===== config.mk =====
export PLATFORM = sky130hd
export DESIGN_NAME = unsorted_priority_queue_core
export DESIGN_NICKNAME = d
export VERILOG_FILES = /design/src/hw/rtl/upq_pkg.sv /design/src/hw/rtl/upq_store.sv /design/src/hw/rtl/unsorted_priority_queue_core.sv
export SDC_FILE = /design/constraint.sdc
export NUM_CORES = 1
export LEC_CHECK = 0
export BUFFER_PORTS_ARGS = -buffer_cell sky130_fd_sc_hd__buf_2
export CAP_MARGIN = 40
export CORE_UTILIZATION = 45
export CTS_CLUSTER_SIZE = 10
export DETAILED_ROUTE_END_ITERATION = 6
export SLEW_MARGIN = 10
export SYNTH_ARGS = -nofsm -noshare
export SYNTH_HDL_FRONTEND = slang
export SYNTH_SLANG_ARGS = --single-unit

===== constraint.sdc =====
create_clock -name clock -period 17.2 [get_ports clock]
set_input_delay 3.44 -clock clock [delete_from_list [all_inputs] [get_ports clock]]
set_output_delay 3.44 -clock clock [all_outputs]
set_load 0.03 [all_outputs]

===== src/hw/rtl/upq_pkg.sv =====
// ----------------------------------------------------------------------------
// upq_pkg
// Types and codes shared by the unsorted priority queue core.
// ----------------------------------------------------------------------------
package upq_pkg;

   localparam logic CMD_INSERT = 1'b0;
   localparam logic CMD_PULL   = 1'b1;

   localparam logic [1:0] STATUS_OK    = 2'd0;
   localparam logic [1:0] STATUS_FULL  = 2'd1;
   localparam logic [1:0] STATUS_EMPTY = 2'd2;

   typedef struct packed {
      logic               command;
      logic signed [31:0] item_value;
      logic signed [31:0] item_priority;
   } upq_req_type;

   typedef struct packed {
      logic [1:0]         status;
      logic signed [31:0] pulled_value;
      logic signed [31:0] pulled_priority;
      logic signed [31:0] top_value;
      logic signed [31:0] top_priority;
      logic               top_valid;
      logic [4:0]         entry_count;
      logic               is_full;
   } upq_rsp_type;

   typedef enum logic [1:0] {
      ST_IDLE,
      ST_SCAN,
      ST_DRAIN,
      ST_FINISH
   } upq_state_type;

endpackage


===== src/hw/rtl/upq_store.sv =====
// ----------------------------------------------------------------------------
// upq_store
// Entry store: value and priority arrays, one write port, one registered read.
// ----------------------------------------------------------------------------
module upq_store #(
   parameter int DEPTH     = 16,
   parameter int DATA_BITS = 32,
   parameter int IDX_BITS  = 4
) (
   input  logic                        clock,
   input  logic                        wr_en,
   input  logic [IDX_BITS-1:0]         wr_addr,
   input  logic signed [DATA_BITS-1:0] wr_value,
   input  logic signed [DATA_BITS-1:0] wr_priority,
   input  logic [IDX_BITS-1:0]         rd_addr,
   output logic signed [DATA_BITS-1:0] rd_value,
   output logic signed [DATA_BITS-1:0] rd_priority
);

   logic signed [DATA_BITS-1:0] value_mem [DEPTH];
   logic signed [DATA_BITS-1:0] priority_mem [DEPTH];
   logic signed [DATA_BITS-1:0] rd_value_ff;
   logic signed [DATA_BITS-1:0] rd_priority_ff;

   always_ff @(posedge clock) begin
      if (wr_en) begin
         value_mem[wr_addr]    <= wr_value;
         priority_mem[wr_addr] <= wr_priority;
      end
   end

   always_ff @(posedge clock) begin
      rd_value_ff    <= value_mem[rd_addr];
      rd_priority_ff <= priority_mem[rd_addr];
   end

   assign rd_value    = rd_value_ff;
   assign rd_priority = rd_priority_ff;

endmodule


===== src/hw/rtl/unsorted_priority_queue_core.sv =====
// ----------------------------------------------------------------------------
// unsorted_priority_queue_core
// Priority queue kept as an unsorted array in arrival order.
// ----------------------------------------------------------------------------
// An insert writes the pair at the tail and updates the top entry register by
// one compare. A pull sweeps the store through its single read port, one
// entry per cycle, closing the gap behind the removed entry with the write
// port while the shared compare picks the new top (earliest wins on a tie).
// A refused insert or a pull on an empty queue goes straight to its result.
// The input is not ready while a transfer is being worked on; a finished
// result waits in the output register while the next transfer is taken.
module unsorted_priority_queue_core #(
   parameter int DEPTH     = 16,
   parameter int DATA_BITS = 32
) (
   input  logic                 clock,
   input  logic                 reset,
   input  logic                 req_valid,
   output logic                 req_ready,
   input  upq_pkg::upq_req_type req_data,
   output logic                 rsp_valid,
   input  logic                 rsp_ready,
   output upq_pkg::upq_rsp_type rsp_data
);

   import upq_pkg::*;

   localparam int IDX_BITS = (DEPTH > 1) ? $clog2(DEPTH) : 1;
   localparam int CNT_BITS = $clog2(DEPTH + 1);

   upq_state_type state_ff, state_in;

   logic [CNT_BITS-1:0]         count_ff, count_in;
   logic [IDX_BITS-1:0]         top_idx_ff, top_idx_in;
   logic signed [DATA_BITS-1:0] top_val_ff, top_val_in;
   logic signed [DATA_BITS-1:0] top_pri_ff, top_pri_in;
   logic [IDX_BITS-1:0]         rd_addr_ff, rd_addr_in;
   logic [IDX_BITS-1:0]         rd_idx_ff, rd_idx_in;
   logic                        rd_pend_ff, rd_pend_in;
   logic                        best_found_ff, best_found_in;
   logic [IDX_BITS-1:0]         best_idx_ff, best_idx_in;
   logic signed [DATA_BITS-1:0] best_val_ff, best_val_in;
   logic signed [DATA_BITS-1:0] best_pri_ff, best_pri_in;
   logic signed [DATA_BITS-1:0] pulled_val_ff, pulled_val_in;
   logic signed [DATA_BITS-1:0] pulled_pri_ff, pulled_pri_in;
   logic [1:0]                  status_ff, status_in;
   upq_rsp_type                 rsp_ff, rsp_in;
   logic                        rsp_valid_ff, rsp_valid_in;

   logic                        wr_en;
   logic [IDX_BITS-1:0]         wr_addr;
   logic signed [DATA_BITS-1:0] wr_value;
   logic signed [DATA_BITS-1:0] wr_priority;
   logic signed [DATA_BITS-1:0] rd_value;
   logic signed [DATA_BITS-1:0] rd_priority;

   logic signed [DATA_BITS-1:0] new_val;
   logic signed [DATA_BITS-1:0] new_pri;
   logic signed [DATA_BITS-1:0] cmp_lhs;
   logic signed [DATA_BITS-1:0] cmp_rhs;
   logic                        cmp_gt;
   logic [IDX_BITS-1:0]         last_idx;
   logic [IDX_BITS-1:0]         cand_idx;
   logic                        full;
   logic                        req_fire;

   upq_store #(
      .DEPTH     (DEPTH),
      .DATA_BITS (DATA_BITS),
      .IDX_BITS  (IDX_BITS)
   ) u_store (
      .clock       (clock),
      .wr_en       (wr_en),
      .wr_addr     (wr_addr),
      .wr_value    (wr_value),
      .wr_priority (wr_priority),
      .rd_addr     (rd_addr_ff),
      .rd_value    (rd_value),
      .rd_priority (rd_priority)
   );

   assign new_val  = DATA_BITS'(req_data.item_value);
   assign new_pri  = DATA_BITS'(req_data.item_priority);
   // one compare: sweep data against the best so far, else new pair against top
   assign cmp_lhs  = rd_pend_ff ? rd_priority : new_pri;
   assign cmp_rhs  = rd_pend_ff ? best_pri_ff : top_pri_ff;
   assign cmp_gt   = (cmp_lhs > cmp_rhs);
   assign last_idx = IDX_BITS'(count_ff - 1'b1);
   assign cand_idx = (rd_idx_ff > top_idx_ff) ? rd_idx_ff - 1'b1 : rd_idx_ff;
   assign full     = (count_ff == CNT_BITS'(DEPTH));
   assign req_ready = (state_ff == ST_IDLE);
   assign req_fire  = req_valid && req_ready;

   always_ff @(posedge clock) begin
      if (reset) begin
         state_ff     <= ST_IDLE;
         count_ff     <= '0;
         rd_pend_ff   <= 1'b0;
         rsp_valid_ff <= 1'b0;
      end else begin
         state_ff     <= state_in;
         count_ff     <= count_in;
         rd_pend_ff   <= rd_pend_in;
         rsp_valid_ff <= rsp_valid_in;
      end
   end

   always_ff @(posedge clock) begin
      top_idx_ff    <= top_idx_in;
      top_val_ff    <= top_val_in;
      top_pri_ff    <= top_pri_in;
      rd_addr_ff    <= rd_addr_in;
      rd_idx_ff     <= rd_idx_in;
      best_found_ff <= best_found_in;
      best_idx_ff   <= best_idx_in;
      best_val_ff   <= best_val_in;
      best_pri_ff   <= best_pri_in;
      pulled_val_ff <= pulled_val_in;
      pulled_pri_ff <= pulled_pri_in;
      status_ff     <= status_in;
      rsp_ff        <= rsp_in;
   end

   always_comb begin
      state_in      = state_ff;
      count_in      = count_ff;
      top_idx_in    = top_idx_ff;
      top_val_in    = top_val_ff;
      top_pri_in    = top_pri_ff;
      rd_addr_in    = rd_addr_ff;
      rd_idx_in     = rd_idx_ff;
      rd_pend_in    = 1'b0;
      best_found_in = best_found_ff;
      best_idx_in   = best_idx_ff;
      best_val_in   = best_val_ff;
      best_pri_in   = best_pri_ff;
      pulled_val_in = pulled_val_ff;
      pulled_pri_in = pulled_pri_ff;
      status_in     = status_ff;
      rsp_in        = rsp_ff;
      rsp_valid_in  = rsp_valid_ff && !rsp_ready;
      wr_en         = 1'b0;
      wr_addr       = count_ff[IDX_BITS-1:0];
      wr_value      = new_val;
      wr_priority   = new_pri;

      // sweep: close the gap and pick the new top from arriving read data
      if (rd_pend_ff && rd_idx_ff != top_idx_ff) begin
         if (rd_idx_ff > top_idx_ff) begin
            wr_en       = 1'b1;
            wr_addr     = cand_idx;
            wr_value    = rd_value;
            wr_priority = rd_priority;
         end
         if (!best_found_ff || cmp_gt) begin
            best_found_in = 1'b1;
            best_idx_in   = cand_idx;
            best_val_in   = rd_value;
            best_pri_in   = rd_priority;
         end
      end

      unique case (state_ff)
         ST_IDLE: begin
            if (req_fire) begin
               pulled_val_in = '0;
               pulled_pri_in = '0;
               status_in     = STATUS_OK;
               state_in      = ST_FINISH;
               if (req_data.command == CMD_INSERT) begin
                  if (full) begin
                     status_in = STATUS_FULL;
                  end else begin
                     wr_en    = 1'b1;
                     count_in = count_ff + 1'b1;
                     if (count_ff == '0 || cmp_gt) begin
                        top_idx_in = count_ff[IDX_BITS-1:0];
                        top_val_in = new_val;
                        top_pri_in = new_pri;
                     end
                  end
               end else begin
                  if (count_ff == '0) begin
                     status_in = STATUS_EMPTY;
                  end else begin
                     pulled_val_in = top_val_ff;
                     pulled_pri_in = top_pri_ff;
                     rd_addr_in    = '0;
                     best_found_in = 1'b0;
                     state_in      = ST_SCAN;
                  end
               end
            end
         end
         ST_SCAN: begin
            rd_pend_in = 1'b1;
            rd_idx_in  = rd_addr_ff;
            rd_addr_in = rd_addr_ff + 1'b1;
            if (rd_addr_ff == last_idx) begin
               state_in = ST_DRAIN;
            end
         end
         ST_DRAIN: begin
            count_in   = count_ff - 1'b1;
            top_idx_in = best_idx_in;
            top_val_in = best_val_in;
            top_pri_in = best_pri_in;
            state_in   = ST_FINISH;
         end
         ST_FINISH: begin
            if (!rsp_valid_ff || rsp_ready) begin
               rsp_in.status          = status_ff;
               rsp_in.pulled_value    = 32'(pulled_val_ff);
               rsp_in.pulled_priority = 32'(pulled_pri_ff);
               rsp_in.top_valid       = (count_ff != '0);
               rsp_in.top_value       = (count_ff != '0) ? 32'(top_val_ff) : '0;
               rsp_in.top_priority    = (count_ff != '0) ? 32'(top_pri_ff) : '0;
               rsp_in.entry_count     = 5'(count_ff);
               rsp_in.is_full         = full;
               rsp_valid_in           = 1'b1;
               state_in               = ST_IDLE;
            end
         end
         default: begin
            state_in = ST_IDLE;
         end
      endcase
   end

   assign rsp_valid = rsp_valid_ff;
   assign rsp_data  = rsp_ff;

   a_count_bound: assert property (@(posedge clock) disable iff (reset)
      count_ff <= CNT_BITS'(DEPTH))
      else $error("entry count above depth");

   a_pull_scans: assert property (@(posedge clock) disable iff (reset)
      (req_fire && req_data.command == CMD_PULL && count_ff != '0)
      |=> state_ff == ST_SCAN)
      else $error("pull on nonempty queue did not start sweep");

   a_drain_dec: assert property (@(posedge clock) disable iff (reset)
      state_ff == ST_DRAIN |=> count_ff == $past(count_ff) - 1'b1)
      else $error("pull did not remove one entry");

   a_full_status: assert property (@(posedge clock) disable iff (reset)
      (rsp_valid_ff && rsp_ff.status == STATUS_FULL) |-> rsp_ff.is_full)
      else $error("refused insert while not full");

   a_empty_status: assert property (@(posedge clock) disable iff (reset)
      (rsp_valid_ff && rsp_ff.status == STATUS_EMPTY) |-> !rsp_ff.top_valid)
      else $error("empty pull reports a top entry");

endmodule


==> results.ini <==
[outcome]
status = finished clean

[final_layout]
drive_above_1_share_pct = 22.8
multi_input_area_um2 = 13900
register_area_um2 = 42000
nFillCells = 9881
finalNetCount = 3628
fin_area_um2 = 65100
area_growth_pct = 14.8
post-route-util_pct = 52.4

[synth]
ys_seq_elements = 1445
synth_cells = 3247
synth_top_family_by_area = multiplexers
syn-num-nets = 3361
ys.warnings.count = 0
synthMuxAreaShare_pct = 12.4
synth_edf_count = 1303
yosys.area_share.xor_xnor_pct = 0.201
synthesis.area_um2 = 56700
synth_cell_types = 57
async_flop_share_pct = 0
avgSynthCellArea_um2 = 17.5
synth-compound-area-share_pct = 6.32
yosys_most_used_dff = edfxtp_1
yosys.area_share.simple_pct = 4.42
synth_seq_area_share_pct = 74.1
synthAdderAreaFrac_pct = 0.994

[hold_path]
holdCritStartpoint = status_ff[1]
hold_path.class = reg -> reg

[floorplanning]
die_h_um = 357
io_pins = 208
die_area_um2 = 127000
core-area_um2 = 124000
die_w_um = 357
rows = 129
start_util_pct = 45.6

[global_route]
antenna_found_initial = 9
grt_max_degree = 129
track_usage_pct = 22.5
grt_pass1_wl_mm = 207
first_global_vias = 30327
grt_overflow_total = 0

[worst_setup_path]
startpoint = req_data[10]
worstPathRequired_ns = 17.59
rr_startpoint = rd_pend_ff
worst_path_max_delay_cell = a221oi_1
cpLargestDelayFamily = compound AO/OA/AOI/OAI gates
path_cells = buf_2 -> mux2_2 -> ha_1 -> nand4_1 -> inv_1 -> a221oi_1 -> or3_4 -> and4_1 -> o21ai_0 -> a31oi_4 -> buf_16 -> buf_4
max_stage_delay_ns = 0.80
critical_path_class = in -> reg
critPathBufInv = 4
arrival_ns = 7.28
endpoint_kind = register
crit_path_start_kind = input port
path_max_fanout = 44

[timing]
rsz0062_at_grt = no
finalHoldViolations = 0
period_share_pct = 40.0
slew_viol_final = 0
slew_headroom_pct = 28.9
clock.fmax_ghz = 0.145
fin_tns_setup_ns = 0
worst_pin_slew_ns = 1.07
layout_min_cycle_time_ns = 6.89
finalClockSkew_ns = 0.0212
setup_viol = 0

[drt]
vias_per_cell = 5.84
drc = 0
drt_wl_total_mm = 143
vias = 30849
firstDrtPassIters = 5
drtIter0Drc = 3155
drtAntennaViolNets = 0
wire_per_inst_um = 27.2

[clock_tree]
cts_setup_buffers = 0
hold_buffers = 0
clk_latency_ns = 0.78
cts.clk_slew.worst_paths_ns = 0.05
cts_root_buf = clkbuf_16
htreeDepth = 4
cts_max_path_buffers = 3
cts_resized = 0
cts_tree = built
cts_made_buffers = 163
clock-sinks = 1445

[placement]
place_area_um2 = 60200
portBuffers = 207
dp_hpwl_mm = 80.5
gp_congestion = 0.811

[power]
power_density_nw_per_um2 = 156
ir_drop_mv = 0.161
p_leak_nw = 22.3

[run]
max_cap_violations = 0

[flip-flops by register name, summed over array words and instances, names as in the netlist, 5 cells and up]
signal	flops
best_pri_ff	32
best_val_ff	32
count_ff	5
pulled_pri_ff	32
pulled_val_ff	32
rsp_data	137
top_pri_ff	32
top_val_ff	32
u_store.priority_mem	512
u_store.rd_priority	32
u_store.rd_value	32
u_store.value_mem	512
[cell type report]
cell class,count,area share (%)
diodes,3,0.0115
flip-flops and latches,1445,64.5
multi-input cells,1583,21.4
clock inverters,13,0.212
clock buffers,282,7.10
repair buffers,304,3.50
inverters,17,0.0981
well taps,1637,3.15
[final timing paths]
path | end | slack, ns | cells after the start
hold / removal | rsp_data[136] | 0.42 | 0
hold reg to reg | rsp_data[136] | 0.42 | 0
setup / recovery | top_val_ff[21] | 10.31 | 12
setup reg to reg | top_val_ff[21] | 11.65 | 12
[through the flow]
stage                     instances  setup WS [ns]  total power, mW  hold WS, ns
after floorplan                3247           6.99             6.25        0.400
after global placement         4957           9.27             7.00        0.402
after detailed placement       4982           9.65             7.07        0.405
after CTS                      5277          10.48             10.2        0.417
after global routing           5283          10.31             10.6        0.419
final                          5284          10.31             10.1        0.416
[report_power, final]
group          leakage [nW]  internal (mW)  switching [mW]
logic                  6.97          0.828            1.47
registers              13.0           4.44           0.269
clock network          2.26           1.81            1.32
total                  22.3           7.09            3.06
[per-layer routing]
layer	GRT usage, %	vias to the layer above	part of all wire [%]
met5	0	-	0.018
met4	7.01	4	2.2
met3	4.81	207	7.9
met2	34.2	1232	46
met1	32.4	15875	44
li1	-	13531	-
[layout by cell type (no fill, tap or decap), types with 45 or more instances in the layout]
cell and count:
a21oi_1 87, a221oi_1 65, a22oi_1 64, a31oi_1 67
buf_2 207, buf_4 68, clkbuf_1 114, clkbuf_16 167
dfxtp_1 141, edfxtp_1 1303, mux2_2 164, mux2i_1 226
mux4_2 128, nand2_1 149, nand4_1 72, nor2_1 78
nor2b_1 70, o21ai_0 137, o31ai_1 45
[cell usage after synthesis (3+ instances only)]
cell / n / area (um^2)
a21oi_1: 88 / 440
a221oi_1: 65 / 569
a22oi_1: 64 / 480
a31oi_1: 68 / 425
a41oi_1: 4 / 35.0
and2_1: 37 / 231
and3_1: 33 / 206
buf_1: 34 / 128
buf_2: 28 / 140
buf_4: 7 / 52.6
buf_6: 6 / 67.6
clkbuf_1: 127 / 477
dfxtp_1: 142 / 2840
edfxtp_1: 1303 / 39100
ha_1: 45 / 563
inv_1: 17 / 63.8
mux2_2: 164 / 1850
mux2i_1: 226 / 2260
mux4_2: 128 / 2880
nand2_1: 150 / 563
nand3_1: 5 / 25.0
nand4_1: 72 / 450
nor2_1: 79 / 297
nor2b_1: 72 / 450
nor3_1: 25 / 125
nor4_1: 6 / 37.5
o211ai_1: 4 / 30.0
o21ai_0: 137 / 686
o31ai_1: 45 / 338
o31ai_4: 19 / 404
or3_1: 3 / 18.8
xnor2_1: 11 / 96.3
[logic make-up (layout without fill, tap and decap cells)]
group,count (synthesis),in the layout
muxes,519,519
and+or+nand+nor,493,493
DFF,1445,1445
other,0,3
adders and majority gates,45,45
xor gates and xnor gates,13,13
buffers and inverters,219,616
AOI/OAI and AO/OA,513,513
No activity file was read; power rests on OpenSTA's default activity.
